[config.mk]
export PLATFORM = sky130hd
export DESIGN_NAME = psc_ctrl
export DESIGN_NICKNAME = d
export VERILOG_FILES = /design/src/design/psc_pkg.sv /design/src/design/psc_ctrl.sv
export SDC_FILE = /design/constraint.sdc
export NUM_CORES = 1
export LEC_CHECK = 0
export ABC_AREA = 0
export BUFFER_PORTS_ARGS = -buffer_cell sky130_fd_sc_hd__buf_2
export CORE_AREA = 8 8 45 47
export CTS_CLUSTER_SIZE = 40
export DETAILED_ROUTE_END_ITERATION = 16
export DIE_AREA = 0 0 53 55
export GPL_TIMING_DRIVEN = 0
export HOLD_SLACK_MARGIN = 0.08
export SETUP_SLACK_MARGIN = 0.4
export SLEW_MARGIN = 20
export SYNTH_ARGS = -nofsm -noshare
export SYNTH_HDL_FRONTEND = slang
export SYNTH_SLANG_ARGS = --single-unit
[constraint.sdc]
create_clock -name clk -period 1.6 [get_ports clk]
set_input_delay 0.32 -clock clk [delete_from_list [all_inputs] [get_ports clk]]
set_output_delay 0.32 -clock clk [all_outputs]
set_load 0.01 [all_outputs]
[src/design/psc_pkg.sv]
// ----------------------------------------------------------------------------
// psc_pkg
// Shared types and constants for the pressure sensor compensation pipeline.
// ----------------------------------------------------------------------------
package psc_pkg;

	localparam int NSTAGE = 8;

	localparam int RAW_W   = 24;
	localparam int COEF_W  = 16;
	localparam int IDX_W   = 3;
	localparam int TEMP_W  = 19;
	localparam int PRES_W  = 32;
	localparam int DT_W    = 25;
	localparam int MUL1_W  = 42;
	localparam int TD_W    = 18;
	localparam int DSQ_W   = 48;
	localparam int OFF_W   = 40;
	localparam int SENS_W  = 38;
	localparam int Q_W     = 34;
	localparam int R_W     = 35;
	localparam int T2_W    = 17;
	localparam int CORR_W  = 39;
	localparam int PROD_W  = 63;

	localparam int TEMP_REF  = 2000;
	localparam int TEMP_VLOW = -1500;
	localparam int SH_TEMP   = 23;
	localparam int SH_PROD   = 21;
	localparam int FIN_STD   = 15;
	localparam int FIN_30BAR = 13;

	localparam logic [IDX_W-1:0] REG_VARIANT = 3'd0;
	localparam logic [IDX_W-1:0] REG_C1      = 3'd1;
	localparam logic [IDX_W-1:0] REG_C2      = 3'd2;
	localparam logic [IDX_W-1:0] REG_C3      = 3'd3;
	localparam logic [IDX_W-1:0] REG_C4      = 3'd4;
	localparam logic [IDX_W-1:0] REG_C5      = 3'd5;
	localparam logic [IDX_W-1:0] REG_C6      = 3'd6;

	localparam logic [1:0] VAR_14BAR = 2'd0;
	localparam logic [1:0] VAR_30BAR = 2'd1;
	localparam logic [1:0] VAR_2BAR  = 2'd2;

	typedef struct packed {
		logic [1:0]        variant;
		logic [COEF_W-1:0] c1;
		logic [COEF_W-1:0] c2;
		logic [COEF_W-1:0] c3;
		logic [COEF_W-1:0] c4;
		logic [COEF_W-1:0] c5;
		logic [COEF_W-1:0] c6;
	} cfg_t;

	typedef struct packed {
		logic [NSTAGE-1:0] en;
	} ctl_t;

	typedef struct packed {
		logic [RAW_W-1:0]        d1;
		logic signed [TD_W-1:0]  tdelta;
		logic signed [OFF_W-1:0] off1;
		logic signed [OFF_W-1:0] sens1;
		logic [DSQ_W-1:0]        dsq;
		logic                    cold;
		logic                    vcold;
	} s3_t;

	typedef struct packed {
		logic [RAW_W-1:0]         d1;
		logic signed [TEMP_W-1:0] temp;
		logic signed [OFF_W-1:0]  off;
		logic signed [SENS_W-1:0] sens;
	} s6_t;

endpackage

[src/design/psc_ctrl.sv]
// ----------------------------------------------------------------------------
// psc_ctrl
// Stage valid bits and per-stage load enables; bubbles collapse on a stall.
// ----------------------------------------------------------------------------
module psc_ctrl (
	input  logic           clk,
	input  logic           arst_n,
	input  logic           in_valid,
	input  logic           out_ready,
	output logic           in_ready,
	output logic           out_valid,
	output psc_pkg::ctl_t  ctl
);

	logic [psc_pkg::NSTAGE-1:0] vld_q;
	logic [psc_pkg::NSTAGE-1:0] en;

	always_comb begin
		en[psc_pkg::NSTAGE-1] = !vld_q[psc_pkg::NSTAGE-1] || out_ready;
		for (int k = psc_pkg::NSTAGE - 2; k >= 0; k--) begin
			en[k] = !vld_q[k] || en[k+1];
		end
	end

	always_ff @(posedge clk or negedge arst_n) begin
		if (!arst_n) begin
			vld_q <= '0;
		end else begin
			if (en[0]) begin
				vld_q[0] <= in_valid;
			end
			for (int k = 1; k < psc_pkg::NSTAGE; k++) begin
				if (en[k]) begin
					vld_q[k] <= vld_q[k-1];
				end
			end
		end
	end

	assign ctl.en    = en;
	assign in_ready  = en[0];
	assign out_valid = vld_q[psc_pkg::NSTAGE-1];

endmodule

Yosys cells after proc, flatten, opt, wreduce, memory -nomap -nowiden:

Cells that the tools add are included.

* div/mod/pow operators: 0
* muxes and demuxes: 0
* $mul: 0
* eq/ne operators: 0
* shifts and indexed selects: 0
* bitwise logic cells: 0
* reduce and logical (&&, ||, !) cells: 16
* order comparisons: 0
* add/sub/neg operators: 0

Operator list (count)
* 1-bit logical NOT: 8
* 1-bit logical OR: 8

* logic and storage cells: 24
* memories: 0
* ROM bits: 0
* output and inout bits: 10
* latch bits: 0
* input port bits: 4
* RAM bits: 0
* register bits: 8

Depth between registers and ports, before layout:

Gate-level depths: netlist of run 1.

* depth in word-level cells: 9
* mapped depth: 4
* depth with buffers taken out: 2

Worst setup path after synthesis of run 1:

Ideal clock, no wire load.

* path type: register to output
* start point: register vld_q[7] in the netlist's numbering
* end point: output ctl[0] in the netlist's numbering
* arrival: 1140 ps
* path slack: 140 ps
* buffers on the path: 2
* required time: 1280 ps
* cell stages (with the launch flop): 5
* path through: dfrtp_1 and4b_4 buf_6 nand4_1 buf_4

* word-level cells in the longest chain between the ends: 9

RTL lines
* from (decl): RTL line psc_ctrl.sv:15 `logic [psc_pkg::NSTAGE-1:0] vld_q;`
* from (signal, indexed assignment): RTL line psc_ctrl.sv:34 `vld_q[k] <= vld_q[k-1];`
* 1-bit logical NOT: RTL line psc_ctrl.sv:19 `en[psc_pkg::NSTAGE-1] = !vld_q[psc_pkg::NSTAGE-1] || out_ready;`
* 1-bit logical OR: RTL line psc_ctrl.sv:19
* 1-bit logical OR (7 in a row): RTL line psc_ctrl.sv:21 `en[k] = !vld_q[k] || en[k+1];`
* to (decl): RTL line psc_ctrl.sv:12 `output psc_pkg::ctl_t ctl`

No other way between the ends.

==> results by group, run 1 <==
STA
  • Setup ws final: -0.0528 ns
  • Max Fclk: 605 MHz
  • Slew margin rel.: 0.878
  • Worst Skew: 0.00380 ns
  • Final setup fails: 5
  • Worst-Margin Slew: 0.182 ns
  • Final hold vios: 0
  • Fin crit period: 1.65 ns
  • Post-route clock period utilization: 1.03
  • RSZ-0062 raised after global routing: yes
  • Pins Over Slew Limit: 0

Final layout
  • Inserted Diodes: 0
  • Max reg flops: 8
  • Layout cells sized above 1: 0.596
  • Final nets: 63
  • Top flop regs: vld_q x8
  • Layout area overhead: 71.1%
  • Top reg by flops: vld_q
  • Fillers: 132
  • Final Core Density: 0.429

Yosys
  • Synth Area in Simple Gates: 0.220
  • Post-synth top area cell: dfrtp_1
  • Largest family of logic cells by synthesized area: simple AND/OR/NAND/NOR gates
  • Sequential share of the synthesized area: 0.578
  • Synth top area share: 0.578
  • Mux cell area share after synthesis: 0
  • Synthesized flop and latch total: 8
  • Synth area leaders: dfrtp_1 58%, nand2b_1 5.4%, a21o_1 4.3%, and4b_4 4.0%, buf_6 3.2%
  • Avg Synthesized Cell Area: 12.0 um2
  • Mapped Area: 347 um2
  • Syn nets: 33
  • Post-synthesis compound-gate area fraction: 0.123
  • Adder-Cell Fraction of Synth Area: 0
  • Xor/xnor share of the synthesized area: 0
  • Yosys warnings: 0
  • Mapped Cells: 29
  • Synth cell types: 17

Placed design
  • Gpl congestion: 0.700
  • Worst slack, placed: -0.00279 ns
  • # port buffers: 13
  • Post-DP HPWL: 592 um

Worst setup path
  • FF-to-FF path depth: 8
  • R2R Setup Slk: 0.33 ns
  • CP Class: flop to output port
  • Arr. time, crit path: 1.33 ns
  • Type of origin of the critical path: flop
  • Max Fanout on Critical Path: 3
  • Endpoint class of the critical path: output port
  • R2r startpoint: vld_q[7]$_DFFE_PN0P_
  • Worst Path Required: 1.28 ns
  • Reg2reg end: vld_q[6]$_DFFE_PN0P_

GRT
  • Antenna violations before repair: 0
  • Largest net degree at the start of global routing: 9
  • Via count of the first global-routing pass: 345
  • Gr usage total: 0.0673
  • Grt total ovfl: 0
  • Global-route wire length before repair: 1420 um

Clock tree
  • CTS tree: built
  • Worst skew pair latency: 0.25 ns
  • CTS sink cnt: 8
  • Total CTS buffers: 3
  • Max H-tree Level: 1
  • Root buf cell: clkbuf_4
  • Clock buffer depth: 2
  • Reg clk slew, reported paths: 0.06 ns

Detailed routing
  • DRT Wirelength: 878 um
  • TritonRoute pass-1 iters: 3
  • DRC: 0
  • Via density: 4.51
  • Routed len/inst: 12.0 um
  • Initial DRC Count: 2
  • Post-route ant nets: 0
  • DR vias: 329

Die
  • Die height: 55 um
  • Std-Cell Rows: 14
  • Starting Density: 0.250
  • IO Pins: 14
  • Die Wd: 53 um
  • Floorplan core area: 1380 um2
  • Die Area: 2920 um2

Hold path
  • HP Start: in_valid
  • Hold Crit Depth: 2
  • HP Class: input port to flop
  • Hold Path Sink: vld_q[0]$_DFFE_PN0P_

Power
  • Tot Pwr: 0.682 mW
  • PD cells: 1150 nW/um2
  • Maximum vdd drop: 0.000437 V
  • P_leak: 0.286 nW

Run status
  • Outcome: finished, violations left
  • Failing checks: negative setup slack

Job
  • MaxCap Viol Count: 0
[placed cells by master (no fill, tap or decap), drive strengths merged]
cell / synthesis / final
a41o: 1 / 1
dfrtp: 8 / 8
a31o: 2 / 2
and4b: 1 / 1
nand4: 1 / 1
dlygate4sd3: 0 / 1
inv: 1 / 1
clkbuf: 0 / 3
nand2b: 3 / 3
buf: 3 / 27
nand2: 2 / 2
a21o: 2 / 2
or2: 1 / 1
and3: 1 / 1
nand3: 2 / 2
nand3b: 1 / 1
[final cells by class]
class                      count  area [um2]  area share
clock buffer                   3        22.5      0.0380
sequential                     8         200       0.338
multi-input combinational     17         129       0.217
inverter                       1        3.75     0.00633
tap                           16        20.0      0.0338
timing repair buffer          25         194       0.327
buffer                         3        23.8      0.0401
[through the flow]
step           setup TNS [ns]  hold slack [ns]  cells  instance area (um2)
2_1_floorplan               0           0.0244     29                  347
3_3_place_gp                0            0.170     58                  432
3_5_place_dp         -0.00279            0.173     58                  432
4_1_cts                -0.147            0.256     71                  563
5_1_grt                -0.542            0.264     73                  593
6_report               -0.128            0.264     73                  593
[worst max-delay path by stage]
stage	from	end	slack, ns	cells after the start
2_1_floorplan	vld_q[7]$_DFFE_PN0P_	ctl[0]	0.14	4
3_3_place_gp	out_ready	ctl[0]	0.003	6
3_5_place_dp	out_ready	ctl[0]	-0.003	6
4_1_cts	vld_q[7]$_DFFE_PN0P_	ctl[0]	-0.05	5
5_1_grt	vld_q[6]$_DFFE_PN0P_	ctl[0]	-0.13	5
6_report	vld_q[6]$_DFFE_PN0P_	ctl[0]	-0.05	5
[kinds of logic (layout without fill, tap and decap cells)]
| family | count (synthesis) | in the layout |
|---|---|---|
| and+or+nand+nor | 12 | 12 |
| DFF | 8 | 8 |
| AOI/OAI and AO/OA | 5 | 5 |
| buffers and inverters | 4 | 32 |
[synth_stat cells (all sizes together)]
master  count
nand2       2
or2         1
and3        1
inv         1
a21o        2
and4b       1
nand3       2
buf         3
a31o        2
a41o        1
nand3b      1
nand4       1
dfrtp       8
nand2b      3
[what timing repair did]
item / 4_1_cts / 5_1_grt
pin swaps: 1 / 1
endpoints found under the hold margin: 8 / 0
resized for setup: 6 / 3
setup endpoints to repair: 9 / 13
hold buffers: 1 / 0
setup buffers: 9 / 2
[metal layers]
layer,GRT usage,share of wire,vias to the layer above
li1,-,-,160
met1,0.0607,0.36,161
met2,0.119,0.56,6
met3,0.0348,0.073,2
met4,0.0388,0.0080,0
met5,0,0,-
[power breakdown]
group | switching, mW | leakage, nW | internal, mW | total, mW
logic | 0.114 | 0.187 | 0.160 | 0.274
clock network | 0.0651 | 0.0138 | 0.0856 | 0.151
registers | 0.0210 | 0.0844 | 0.237 | 0.258
[worst max-delay path: stages (launching register included)]
cell     delay, ns
dfrtp_1       0.36
and4b_4       0.26
buf_6         0.10
nand4_1       0.10
buf_4         0.15
buf_6         0.11
Note: power is estimated with default switching activity, not from simulation.
==> run 2, diff against run 1 <==
--- a/config.mk
+++ b/config.mk
@@ -13,6 +13,7 @@
 export DIE_AREA = 0 0 53 55
 export GPL_TIMING_DRIVEN = 0
 export HOLD_SLACK_MARGIN = 0.08
+export REMOVE_ABC_BUFFERS = 1
 export SETUP_SLACK_MARGIN = 0.4
 export SLEW_MARGIN = 20
 export SYNTH_ARGS = -nofsm -noshare
==> run 2 against run 1 <==
The flow now finishes without violations. Sequential cell count stayed put. Sequential share of layout area up 4.9 points. Setup slack better by 0.16 ns. Register-to-register slack better by 0.16 ns. Sequential power increased by 3%. Worst hold slack worse by 0.011 ns. Non-clock buffer count fell by 6. Largest power group is now registers.
==> results by group, run 2 (synthesized netlist as in run 1, its figures left out) <==
Detailed routing
  • DRT Wirelength: 752 um (was 878 um)
  • Post-route ant nets: 0 (unchanged)
  • Via density: 4.55 (was 4.51)
  • Initial DRC Count: 1 (was 2)
  • DRC: 0 (unchanged)
  • TritonRoute pass-1 iters: 2 (was 3)
  • Routed len/inst: 11.2 um (was 12.0 um)
  • DR vias: 305 (was 329)

Final layout
  • Fillers: 135 (was 132)
  • Layout area overhead: 49.5% (was 71.1%)
  • Layout cells sized above 1: 0.549 (was 0.596)
  • Top reg by flops: vld_q (unchanged)
  • Final Cell Area: 518 um2 (was 593 um2)
  • Commonest cells after routing, fill and taps aside: 11 x buf_2, 8 x buf_4, 8 x dfrtp_1 (was 10 x buf_2, 9 x buf_4, 8 x buf_6, 8 x dfrtp_1, 3 x clkbuf_4)
  • Inserted Diodes: 0 (unchanged)
  • Max reg flops: 8 (unchanged)
  • Top flop regs: vld_q x8 (unchanged)
  • Final nets: 57 (was 63)
  • Most common cell after layout, fill and taps aside: buf_2 (unchanged)
  • Final Core Density: 0.374 (was 0.429)

STA
  • Final hold vios: 0 (unchanged)
  • Worst-Margin Slew: 0.178 ns (was 0.182 ns)
  • Final setup fails: 0 (was 5)
  • Setup TNS: 0 ns (was -0.128 ns)
  • Worst Skew: 0.00279 ns (was 0.00380 ns)
  • Fin crit period: 1.50 ns (was 1.65 ns)
  • Slew margin rel.: 0.881 (was 0.878)
  • Max Fclk: 669 MHz (was 605 MHz)
  • RSZ-0062 raised after global routing: yes (unchanged)
  • Pins Over Slew Limit: 0 (unchanged)
  • Post-route clock period utilization: 0.935 (was 1.03)

Placed design
  • Post-DP HPWL: 530 um (was 592 um)
  • Gpl congestion: 0.712 (was 0.700)
  • Post-place instance area: 408 um2 (was 432 um2)
  • # port buffers: 13 (unchanged)

Worst setup path
  • Arr. time, crit path: 1.18 ns (was 1.33 ns)
  • Setup crit end: ctl[0] (unchanged)
  • Max Fanout on Critical Path: 8 (was 3)
  • Setup crit start: vld_q[6]$_DFFE_PN0P_ (unchanged)
  • FF-to-FF path depth: 3 (was 8)
  • R2R Setup Slk: 0.49 ns (was 0.33 ns)
  • Worst Path Required: 1.28 ns (about the same)
  • Reg2reg end: vld_q[0]$_DFFE_PN0P_ (was vld_q[6]$_DFFE_PN0P_)
  • Endpoint class of the critical path: output port (unchanged)
  • R2r startpoint: vld_q[4]$_DFFE_PN0P_ (was vld_q[7]$_DFFE_PN0P_)
  • Type of origin of the critical path: flop (unchanged)
  • CP Class: flop to output port (unchanged)

Job
  • MaxCap Viol Count: 0 (unchanged)

Clock tree
  • Root buf cell: clkbuf_4 (unchanged)
  • CTS sink cnt: 8 (unchanged)
  • Clock buffer depth: 2 (unchanged)
  • Max H-tree Level: 1 (unchanged)
  • CTS tree: built (unchanged)
  • Worst skew pair latency: 0.25 ns (about the same)
  • Total CTS buffers: 3 (unchanged)
  • Reg clk slew, reported paths: 0.05 ns (was 0.06 ns)

GRT
  • Global-route wire length before repair: 1250 um (was 1420 um)
  • Grt total ovfl: 0 (unchanged)
  • Gr usage total: 0.0589 (was 0.0673)
  • Largest net degree at the start of global routing: 9 (unchanged)
  • Antenna violations before repair: 0 (unchanged)
  • Via count of the first global-routing pass: 286 (was 345)

Die
  • Die Wd: 53 um (unchanged)
  • Die Area: 2920 um2 (unchanged)
  • Floorplan core area: 1380 um2 (unchanged)
  • IO Pins: 14 (unchanged)
  • Std-Cell Rows: 14 (unchanged)
  • Die height: 55 um (unchanged)
  • Starting Density: 0.250 (unchanged)

Power
  • P_leak: 0.239 nW (was 0.286 nW)
  • Maximum vdd drop: 0.000528 V (was 0.000437 V)
  • PD cells: 1230 nW/um2 (was 1150 nW/um2)

Hold path
  • HP Class: input port to flop (unchanged)

Run status
  • Outcome: finished clean (was finished, violations left)
-- run 2: changes by cell type in the layout (fill, tap and decap cells not counted) --
| cell | change |
|---|---|
| buf_6 | -6 |
| nand2_1 | +1 |
| inv_2 | +1 |
| nand2_2 | -1 |
| buf_2 | +1 |
| inv_1 | -1 |
| and3_4 | +1 |
| nand2b_4 | -1 |
| nand2b_1 | +1 |
| and3_1 | -1 |
| buf_4 | -1 |
-- run 2: how the worst min path moves through the flow --
stage / cells past startpoint / end / slack (ns) / startpoint
4_1_cts: 2 / vld_q[0]$_DFFE_PN0P_ / 0.25 / in_valid
6_report: 2 / vld_q[0]$_DFFE_PN0P_ / 0.25 / in_valid
2_1_floorplan: 0 / vld_q[0]$_DFFE_PN0P_ / 0.02 / arst_n
3_5_place_dp: 1 / vld_q[4]$_DFFE_PN0P_ / 0.17 / arst_n
5_1_grt: 2 / vld_q[0]$_DFFE_PN0P_ / 0.25 / in_valid
3_3_place_gp: 1 / vld_q[4]$_DFFE_PN0P_ / 0.17 / arst_n
-- run 2: metrics by stage --
step / hold WS (ns) / total power [mW] / setup WS, ns / cells
finish: 0.253 / 0.640 / 0.105 / 67
global route: 0.245 / 0.693 / 0.0334 / 67
CTS: 0.246 / 0.613 / 0.0712 / 64
detailed placement: 0.170 / 0.419 / 0.157 / 55
global placement: 0.169 / 0.416 / 0.172 / 55
floorplan: 0.0244 / 0.359 / 0.319 / 26
-- run 2: power by group --
group          internal (mW)  total (mW)  switching, mW  leakage [nW]
registers              0.237       0.266         0.0295        0.0844
logic                  0.127       0.222         0.0947         0.141
clock network         0.0856       0.151         0.0658        0.0138
-- run 2: critical path: stages (launching register included) --
cell     delay (ns)
dfrtp_1        0.35
and4b_4        0.30
nand4_1        0.11
buf_2          0.16
-- run 2: layer usage --
layer	vias up	wire (um)	global-route usage
li1	146	-	-
met1	141	322	0.0650
met2	18	280	0.0781
met3	0	149	0.0588
met4	0	0	0.0129
met5	-	0	0
-- run 2: cell type report --
class                           count  area, um2  share of cell area
Tap cell                           16       20.0              0.0386
Clock buffer                        3       22.5              0.0435
Sequential cell                     8        200               0.386
Timing Repair Buffer               22        148               0.285
Inverter                            1       3.75             0.00725
Multi-Input combinational cell     17        124               0.239
-- run 2: what timing repair did --
item                                   in CTS  in global routing
setup endpoints to repair                   9                 10
resized for setup                           2                  3
setup buffers                               5                  3
endpoints found under the hold margin       8                  0
cloned                                      0                  0
hold buffers                                1                  0
pin swaps                                   2                  3
